### src/spr_pkg.sv
// Shared types and constants for the shelf rectangle packer.
`timescale 1ns / 1ps

package spr_pkg;

    localparam int CFG_ADDR_W = 3;
    localparam int CFG_DATA_W = 14;

    localparam logic [CFG_ADDR_W-1:0] REG_PAGE_WIDTH   = 3'd0;
    localparam logic [CFG_ADDR_W-1:0] REG_PAGE_HEIGHT  = 3'd1;
    localparam logic [CFG_ADDR_W-1:0] REG_PAGE_MARGIN  = 3'd2;
    localparam logic [CFG_ADDR_W-1:0] REG_GLYPH_MARGIN = 3'd3;
    localparam logic [CFG_ADDR_W-1:0] REG_MULTICHANNEL = 3'd4;

    localparam logic [13:0] PAGE_WIDTH_RST   = 14'd1024;
    localparam logic [13:0] PAGE_HEIGHT_RST  = 14'd1024;
    localparam logic [7:0]  PAGE_MARGIN_RST  = 8'd1;
    localparam logic [7:0]  GLYPH_MARGIN_RST = 8'd0;

    localparam int GLYPH_W   = 12;
    localparam int SLOT_W    = 13;
    localparam int CHAN_W    = 2;
    localparam int PAGE_W    = 16;

    localparam logic [CHAN_W-1:0] LAST_CHANNEL = 2'd3;
    localparam logic [PAGE_W-1:0] PAGE_MAX     = 16'hFFFF;
    localparam logic [PAGE_W-1:0] FIRST_PAGE   = 16'd1;

    typedef struct packed {
        logic [13:0] page_width;
        logic [13:0] page_height;
        logic [7:0]  page_margin;
        logic [7:0]  glyph_margin;
        logic        multichannel;
    } t_cfg;

endpackage

### src/spr_cfg.sv
// Configuration register file of the shelf rectangle packer.
`timescale 1ns / 1ps

module spr_cfg
    import spr_pkg::*;
(
    input  logic                  i_clk,
    input  logic                  i_rst_n,
    input  logic                  i_cfg_valid,
    output logic                  o_cfg_ready,
    input  logic [CFG_ADDR_W-1:0] i_cfg_addr,
    input  logic [CFG_DATA_W-1:0] i_cfg_data,
    output t_cfg                  o_cfg
);

    t_cfg r_cfg;

    assign o_cfg_ready = 1'b1;
    assign o_cfg       = r_cfg;

    always_ff @(posedge i_clk) begin
        if (!i_rst_n) begin
            r_cfg.page_width   <= PAGE_WIDTH_RST;
            r_cfg.page_height  <= PAGE_HEIGHT_RST;
            r_cfg.page_margin  <= PAGE_MARGIN_RST;
            r_cfg.glyph_margin <= GLYPH_MARGIN_RST;
            r_cfg.multichannel <= 1'b0;
        end else if (i_cfg_valid) begin
            case (i_cfg_addr)
                REG_PAGE_WIDTH:   r_cfg.page_width   <= i_cfg_data;
                REG_PAGE_HEIGHT:  r_cfg.page_height  <= i_cfg_data;
                REG_PAGE_MARGIN:  r_cfg.page_margin  <= i_cfg_data[7:0];
                REG_GLYPH_MARGIN: r_cfg.glyph_margin <= i_cfg_data[7:0];
                REG_MULTICHANNEL: r_cfg.multichannel <= i_cfg_data[0];
                default: begin
                end
            endcase
        end
    end

endmodule

### src/spr_calc.sv
// Placement logic: one slot against the current shelf cursor, and the next cursor state.
`timescale 1ns / 1ps

module spr_calc
    import spr_pkg::*;
#(
    parameter int COORD_BITS = 14
) (
    input  t_cfg                  i_cfg,
    input  logic [GLYPH_W-1:0]    i_glyph_width,
    input  logic [GLYPH_W-1:0]    i_glyph_height,
    input  logic [COORD_BITS:0]   i_cursor_x,
    input  logic [COORD_BITS:0]   i_cursor_y,
    input  logic [SLOT_W-1:0]     i_row_height,
    input  logic [CHAN_W-1:0]     i_channel,
    input  logic [PAGE_W-1:0]     i_page,
    output logic [COORD_BITS:0]   o_cursor_x,
    output logic [COORD_BITS:0]   o_cursor_y,
    output logic [SLOT_W-1:0]     o_row_height,
    output logic [CHAN_W-1:0]     o_channel,
    output logic [PAGE_W-1:0]     o_page,
    output logic [COORD_BITS-1:0] o_pos_x,
    output logic [COORD_BITS-1:0] o_pos_y,
    output logic [SLOT_W-1:0]     o_slot_width,
    output logic [SLOT_W-1:0]     o_slot_height,
    output logic                  o_page_closed,
    output logic                  o_oversize
);

    localparam int CUR_W = COORD_BITS + 1;
    // wide enough for cursor + slot or row height + margin without wrap
    localparam int SUM_W = ((CUR_W > SLOT_W) ? CUR_W : SLOT_W) + 2;
    localparam logic [SUM_W-1:0] CUR_MAX = {{(SUM_W-CUR_W){1'b0}}, {CUR_W{1'b1}}};

    logic [SUM_W-1:0] sw, sh, pm, pw, ph;
    logic [SUM_W-1:0] cx, cy, rh;
    logic [SUM_W-1:0] cy_row, cy_row_sat;
    logic [SUM_W-1:0] cx1, cy1, rh1;
    logic [SUM_W-1:0] cx2, cy2, rh2;
    logic [SUM_W-1:0] cx_adv;
    logic             miss_x, miss_y, close;

    always_comb begin
        sw = SUM_W'(i_glyph_width)  + SUM_W'({i_cfg.glyph_margin, 1'b0});
        sh = SUM_W'(i_glyph_height) + SUM_W'({i_cfg.glyph_margin, 1'b0});
        pm = SUM_W'(i_cfg.page_margin);
        pw = SUM_W'(i_cfg.page_width);
        ph = SUM_W'(i_cfg.page_height);
        cx = SUM_W'(i_cursor_x);
        cy = SUM_W'(i_cursor_y);
        rh = SUM_W'(i_row_height);

        o_oversize = (sw + (pm << 1) > pw) || (sh + (pm << 1) > ph);

        // row wrap
        miss_x     = (cx + sw + pm) > pw;
        cy_row     = cy + rh + pm;
        cy_row_sat = (cy_row > CUR_MAX) ? CUR_MAX : cy_row;
        cx1        = miss_x ? pm : cx;
        cy1        = miss_x ? cy_row_sat : cy;
        rh1        = miss_x ? '0 : rh;

        // page or channel change
        miss_y = (cy1 + sh + pm) > ph;
        close  = miss_y && (!i_cfg.multichannel || i_channel == LAST_CHANNEL);
        cx2    = miss_y ? pm : cx1;
        cy2    = miss_y ? pm : cy1;
        rh2    = miss_y ? '0 : rh1;

        o_channel = i_channel;
        if (miss_y && i_cfg.multichannel) begin
            o_channel = (i_channel == LAST_CHANNEL) ? '0 : i_channel + 1'b1;
        end
        o_page = (close && i_page != PAGE_MAX) ? i_page + 1'b1 : i_page;
        o_page_closed = close;

        o_pos_x       = cx2[COORD_BITS-1:0];
        o_pos_y       = cy2[COORD_BITS-1:0];
        o_slot_width  = sw[SLOT_W-1:0];
        o_slot_height = sh[SLOT_W-1:0];

        cx_adv       = cx2 + sw + pm;
        o_cursor_x   = (cx_adv > CUR_MAX) ? CUR_MAX[CUR_W-1:0] : cx_adv[CUR_W-1:0];
        o_cursor_y   = cy2[CUR_W-1:0];
        o_row_height = (sh > rh2) ? sh[SLOT_W-1:0] : rh2[SLOT_W-1:0];
    end

endmodule

### src/shelf_rectangle_packer_top.sv
// An accepted input beat passes through the input register, then the result register, to its result beat.
// One glyph per cycle while the result side is not stalled; cursor update is combinational.
// Input side stalls only when both the input and result registers are full and held.
// Reset (sync, active low): cursors to 1, row height 0, channel 0, page 1, config to defaults.
// Every input beat yields exactly one result beat; skipped items give all-zero results.
`timescale 1ns / 1ps

module shelf_rectangle_packer_top
    import spr_pkg::*;
#(
    parameter int COORD_BITS = 14
) (
    input  logic                  i_clk,
    input  logic                  i_rst_n,
    input  logic                  i_s_tvalid,
    output logic                  o_s_tready,
    input  logic [23:0]           i_s_tdata,  // glyph_width[11:0], glyph_height[23:12]
    input  logic                  i_s_tuser,  // gray_bitmap
    output logic                  o_m_tvalid,
    input  logic                  i_m_tready,
    // pos_x, pos_y, slot_width, slot_height, channel_index, page_number,
    // page_closed, oversize; zero padded to whole bytes
    output logic [((2*COORD_BITS+46+7)/8)*8-1:0] o_m_tdata,
    output logic                  o_m_tuser,  // placed
    input  logic                  i_cfg_valid,
    output logic                  o_cfg_ready,
    input  logic [CFG_ADDR_W-1:0] i_cfg_addr,
    input  logic [CFG_DATA_W-1:0] i_cfg_data
);

    localparam int CUR_W  = COORD_BITS + 1;
    localparam int DATA_W = 2*COORD_BITS + 2*SLOT_W + CHAN_W + PAGE_W + 2;
    localparam int OUT_W  = ((2*COORD_BITS + 46 + 7) / 8) * 8;

    t_cfg cfg;

    // input register
    logic               r_in_vld;
    logic [GLYPH_W-1:0] r_gw, r_gh;
    logic               r_gray;

    // packer state
    logic [CUR_W-1:0]  r_cx, r_cy;
    logic [SLOT_W-1:0] r_rh;
    logic [CHAN_W-1:0] r_ch;
    logic [PAGE_W-1:0] r_page;

    // result register
    logic              r_out_vld;
    logic              r_placed;
    logic [DATA_W-1:0] r_out_data;

    logic [CUR_W-1:0]      n_cx, n_cy;
    logic [SLOT_W-1:0]     n_rh;
    logic [CHAN_W-1:0]     n_ch;
    logic [PAGE_W-1:0]     n_page;
    logic [COORD_BITS-1:0] pos_x, pos_y;
    logic [SLOT_W-1:0]     slot_w, slot_h;
    logic                  closed, over;
    logic                  adv, fire;

    spr_cfg u_cfg (
        .i_clk      (i_clk),
        .i_rst_n    (i_rst_n),
        .i_cfg_valid(i_cfg_valid),
        .o_cfg_ready(o_cfg_ready),
        .i_cfg_addr (i_cfg_addr),
        .i_cfg_data (i_cfg_data),
        .o_cfg      (cfg)
    );

    spr_calc #(
        .COORD_BITS(COORD_BITS)
    ) u_calc (
        .i_cfg         (cfg),
        .i_glyph_width (r_gw),
        .i_glyph_height(r_gh),
        .i_cursor_x    (r_cx),
        .i_cursor_y    (r_cy),
        .i_row_height  (r_rh),
        .i_channel     (r_ch),
        .i_page        (r_page),
        .o_cursor_x    (n_cx),
        .o_cursor_y    (n_cy),
        .o_row_height  (n_rh),
        .o_channel     (n_ch),
        .o_page        (n_page),
        .o_pos_x       (pos_x),
        .o_pos_y       (pos_y),
        .o_slot_width  (slot_w),
        .o_slot_height (slot_h),
        .o_page_closed (closed),
        .o_oversize    (over)
    );

    assign adv        = !r_out_vld || i_m_tready;
    assign fire       = r_in_vld && adv;
    assign o_s_tready = !r_in_vld || adv;

    always_ff @(posedge i_clk) begin
        if (!i_rst_n) begin
            r_in_vld <= 1'b0;
        end else if (o_s_tready) begin
            r_in_vld <= i_s_tvalid;
        end
    end

    always_ff @(posedge i_clk) begin
        if (o_s_tready && i_s_tvalid) begin
            r_gw   <= i_s_tdata[11:0];
            r_gh   <= i_s_tdata[23:12];
            r_gray <= i_s_tuser;
        end
    end

    always_ff @(posedge i_clk) begin
        if (!i_rst_n) begin
            r_cx   <= CUR_W'(PAGE_MARGIN_RST);
            r_cy   <= CUR_W'(PAGE_MARGIN_RST);
            r_rh   <= '0;
            r_ch   <= '0;
            r_page <= FIRST_PAGE;
        end else if (fire && r_gray) begin
            r_cx   <= n_cx;
            r_cy   <= n_cy;
            r_rh   <= n_rh;
            r_ch   <= n_ch;
            r_page <= n_page;
        end
    end

    always_ff @(posedge i_clk) begin
        if (!i_rst_n) begin
            r_out_vld <= 1'b0;
        end else if (adv) begin
            r_out_vld <= r_in_vld;
        end
    end

    always_ff @(posedge i_clk) begin
        if (fire) begin
            r_placed <= r_gray;
            if (r_gray) begin
                r_out_data <= {over, closed, n_page, n_ch, slot_h, slot_w, pos_y, pos_x};
            end else begin
                r_out_data <= '0;
            end
        end
    end

    assign o_m_tvalid = r_out_vld;
    assign o_m_tuser  = r_placed;
    assign o_m_tdata  = OUT_W'(r_out_data);

endmodule

### config.mk
export PLATFORM = sky130hd
export DESIGN_NAME = shelf_rectangle_packer_top
export DESIGN_NICKNAME = d
export VERILOG_FILES = /design/src/spr_pkg.sv /design/src/spr_cfg.sv /design/src/spr_calc.sv /design/src/shelf_rectangle_packer_top.sv
export SDC_FILE = /design/constraint.sdc
export NUM_CORES = 1
export LEC_CHECK = 0
export BUFFER_PORTS_ARGS = -buffer_cell sky130_fd_sc_hd__buf_2
export CORE_MARGIN = 2
export CORE_UTILIZATION = 50
export DETAILED_ROUTE_END_ITERATION = 8
export GPL_TIMING_DRIVEN = 0
export PLACE_DENSITY = 0.69
export SLEW_MARGIN = 20
export SYNTH_ARGS = -nofsm -noshare
export SYNTH_HDL_FRONTEND = slang
export SYNTH_SLANG_ARGS = --single-unit
### constraint.sdc
create_clock -name i_clk -period 14.3 [get_ports i_clk]
set_input_delay 1.43 -clock i_clk [delete_from_list [all_inputs] [get_ports i_clk]]
set_output_delay 1.43 -clock i_clk [all_outputs]
set_load 0.1 [all_outputs]
==> impl_metrics.csv <==
group,metric,value,unit
yosys,avgSynthCellArea,9.18,sq um
floorplan,die_h,177,um
worst_hold_path,min_to,"u_cfg.o_cfg[25]",
floorplan,start_util,50.6,%
sta,finalCritPeriodShare,94.8,%
setup_path,critPathKind,"register to register",
detailed_routing,viasPerCell,5.76,
cts,cts_tree,"built",
detailed_routing,drc,0,
layout,fin_nets,2045,
global_routing,gr-total-overflow,0,
power_and_ir_drop,power_density,148,mW/mm^2
detailed_routing,vias,12600,
yosys,ys_seq_area_share,34.6,%
sta,maxSlewViolCount,0,
detailed_routing,routedWlPerCell,19.3,um
layout,antenna_cells,0,
setup_path,crit_required,14.67,ns
job,max_cap_viol_count,0,
yosys,async_flop_share,0,%
worst_hold_path,min_path_type,"register to register",
yosys,synth_edf_count,100,
detailed_routing,firstDrtPassIters,5,
global_routing,grt_max_degree,43,
sta,slew-limit-headroom,36.7,%
global_routing,grt_usage,27.0,%
setup_path,slowest_stage,"fa_1",
floorplan,core_area,0.0295,sq mm
setup_path,cp_data_arrival_time,13.93,ns
run_status,status,"completed",
worst_hold_path,min_path_cells,2,
cts,hold_buffers,0,
cts,ctsHtreeMaxLevel,1,
power_and_ir_drop,p_leak,7.40,nW
worst_hold_path,holdCritStartpoint,"u_cfg.o_cfg[25]",
floorplan,ios,131,
setup_path,end_kind,"register",
cts,insertion_delay,0.54,ns
floorplan,fp.dieW,177,um
floorplan,num_rows,63,
global_routing,antenna_found_initial,0,
yosys,synth_cells,1626,
sta,fin_worst_skew,0.0161,ns
sta,hold_viol,0,
detailed_routing,ant_nets,0,
cts,cts-root-buf,"clkbuf_16",
placement,numPortBuffers,123,
sta,maxClockFrequency,73.8,MHz
cts,cts_sinks,208,
setup_path,crit_fanout,10,
yosys,ys_warn_count,0,
sta,worst_pin_slew,0.950,ns
yosys,synthFlopType,"dfxtp_1",
yosys,ys_seq_elements,208,
setup_path,cp-start-kind,"register",
setup_path,reg2regPathDepth,66,
yosys,yosysUniqueCellTypes,77,
cts,cts_buffer_depth,3,
floorplan,die-area,0.0313,sq mm
global_routing,grt_pass1_wl,65.5,mm
cts,cts-buffers-inserted,24,
global_routing,grt_pass1_vias,12300,
layout,area_growth,14.6,%
sta,setup_viol,0,
layout,nFillCells,2650,
setup_path,reg2reg_to,"r_cx[0]",
sta,layout_min_cycle_time,13.56,ns
setup_path,rrSetupSlack,0.74,ns
setup_path,max_stage_delay,0.50,ns
sta,tns,0,ns
power_and_ir_drop,total_power,2.53,mW
power_and_ir_drop,peakVddDrop,0.105,mV
layout,post_route_cells_drive_above_1_share,13.2,%
yosys,synthesis.area,0.0149,sq mm
cts,clk_pin_slew,0.06,ns
detailed_routing,drt-total-wl,42.4,mm
placement,finalWeightedCongestion,0.952,
setup_path,crit-reg2reg-launch,"r_gw[1]",
detailed_routing,drt_iter0_drc,940,
placement,hpwlAfterDp,33.2,mm
what timing repair did:
action	CTS	global route
pin swaps	0	5
gates resized for setup	12	21
endpoints found under the setup margin	15	27
buffers inserted	0	4
endpoints found under the hold margin	0	0
registers in the layout, summed over array words and instances, names as in the netlist:
signal,flops
o_m_tuser,1
o_m_tvalid,1
r_ch,2
r_cx,15
r_cy,15
r_gh,12
r_gray,1
r_gw,12
r_in_vld,1
r_out_data,74
r_page,16
r_rh,13
u_cfg.o_cfg,45
logic make-up after synthesis:
kind of cell | count (synthesis) | share of synthesized area [%]
xor gates and xnor gates | 84 | 5.10
AOI/OAI and AO/OA | 396 | 17.0
other | 2 | 0.0503
and+or+nand+nor | 484 | 15.8
buffers and inverters | 205 | 5.46
adders and majority gates | 211 | 19.3
DFF | 208 | 34.6
muxes | 36 | 2.57
routing by layer:
metal	up-vias	GRT usage [%]	part of all wire (%)
li1	6091	-	-
met1	5996	36.4	44
met2	465	44.5	45
met3	89	3.63	6.9
met4	0	9.95	3.6
met5	-	0	0
final cells by class:
cell class | count | area [sq um] | area share [%]
Clock inverter | 15 | 166 | 0.973
Clock buffer | 29 | 693 | 4.05
Timing Repair Buffer | 129 | 686 | 4.01
Buffer | 62 | 295 | 1.73
Inverter | 142 | 533 | 3.12
Multi-Input combinational cell | 1220 | 9080 | 53.1
Sequential cell | 208 | 5170 | 30.2
Tap cell | 390 | 488 | 2.85
synthesized netlist by cell type, types with 7 or more instances:
| master | instances | area, sq um |
|---|---|---|
| a211oi_1 | 9 | 67.6 |
| a21o_1 | 29 | 218 |
| a21oi_1 | 156 | 781 |
| a221oi_1 | 7 | 61.3 |
| a22o_1 | 12 | 105 |
| a31oi_1 | 8 | 50.1 |
| and2_1 | 21 | 131 |
| and3_1 | 27 | 169 |
| buf_2 | 10 | 50.1 |
| buf_4 | 7 | 52.6 |
| clkbuf_1 | 43 | 161 |
| dfxtp_1 | 108 | 2160 |
| edfxtp_1 | 100 | 3000 |
| fa_1 | 33 | 661 |
| ha_1 | 178 | 2230 |
| inv_1 | 141 | 529 |
| mux2_2 | 9 | 101 |
| mux2i_1 | 26 | 260 |
| nand2_1 | 186 | 698 |
| nand2b_1 | 27 | 169 |
| nand3_1 | 35 | 175 |
| nand4_1 | 14 | 87.6 |
| nor2_1 | 86 | 323 |
| nor2b_1 | 20 | 125 |
| nor3_1 | 9 | 45.0 |
| nor3b_1 | 16 | 120 |
| o211ai_1 | 14 | 105 |
| o21a_1 | 12 | 90.1 |
| o21ai_0 | 61 | 305 |
| o21bai_1 | 18 | 135 |
| o31ai_1 | 15 | 113 |
| or3_1 | 8 | 50.1 |
| or4_1 | 18 | 135 |
| xnor2_1 | 58 | 508 |
| xor2_1 | 24 | 210 |
worst max-delay path by stage:
stage                   start      end  slack (ns)  cells after the start
6_report              r_gw[1]  r_cx[0]        0.74                     66
5_1_grt               r_gw[1]  r_cx[0]       -0.03                     67
4_1_cts               r_gw[1]  r_cx[7]        0.13                     66
3_5_place_dp          r_gw[1]  r_cx[7]       -0.91                     65
3_3_place_gp   u_cfg.o_cfg[1]  r_cx[7]       -0.74                     65
2_1_floorplan         r_gw[1]  r_cx[7]        1.79                     64
cell usage in the layout (no fill, tap or decap), types with 19 or more instances in the layout:
cell type	count
a21o_1	29
mux2i_1	24
dfxtp_1	107
ha_1	178
buf_2	131
xor2_1	23
nor2b_1	20
clkbuf_1	41
and2_1	19
clkbuf_16	27
and3_1	27
nand2b_1	27
xnor2_1	56
fa_1	33
edfxtp_1	100
a21oi_1	152
nor2_1	85
o21ai_0	59
inv_1	141
nand3_1	35
nand2_1	186
critical path: cells and delay by family, from the launching register on:
kind / cells / cell delay (ns)
multiplexers: 1 / 0.23
adder cells (fa/ha/maj): 12 / 3.87
flip-flops: 1 / 0.36
AND/OR/NAND/NOR: 12 / 1.80
XOR/XNOR: 3 / 0.40
buffers and inverters: 7 / 0.94
AO/OA/AOI/OAI: 31 / 5.73
power breakdown:
group          internal, mW  switching (mW)  leakage [nW]
registers             0.665          0.0191          1.83
clock network         0.401           0.264         0.416
logic                 0.410           0.773          5.15
total                  1.48            1.06          7.40
through the flow:
| stage | utilization, % | hold slack (ns) | setup WS (ns) | instance area (sq um) | cells |
|---|---|---|---|---|---|
| after floorplan | - | 0.424 | 1.79 | 15000 | 1633 |
| after global placement | 54.5 | 0.444 | -0.744 | 16100 | 2146 |
| after detailed placement | 54.6 | 0.447 | -0.910 | 16100 | 2148 |
| after CTS | 57.7 | 0.455 | 0.125 | 17000 | 2191 |
| after global routing | 58.0 | 0.475 | -0.0325 | 17100 | 2195 |
| final | 58.0 | 0.455 | 0.742 | 17100 | 2195 |
Power figures use the tool's default switching activity.
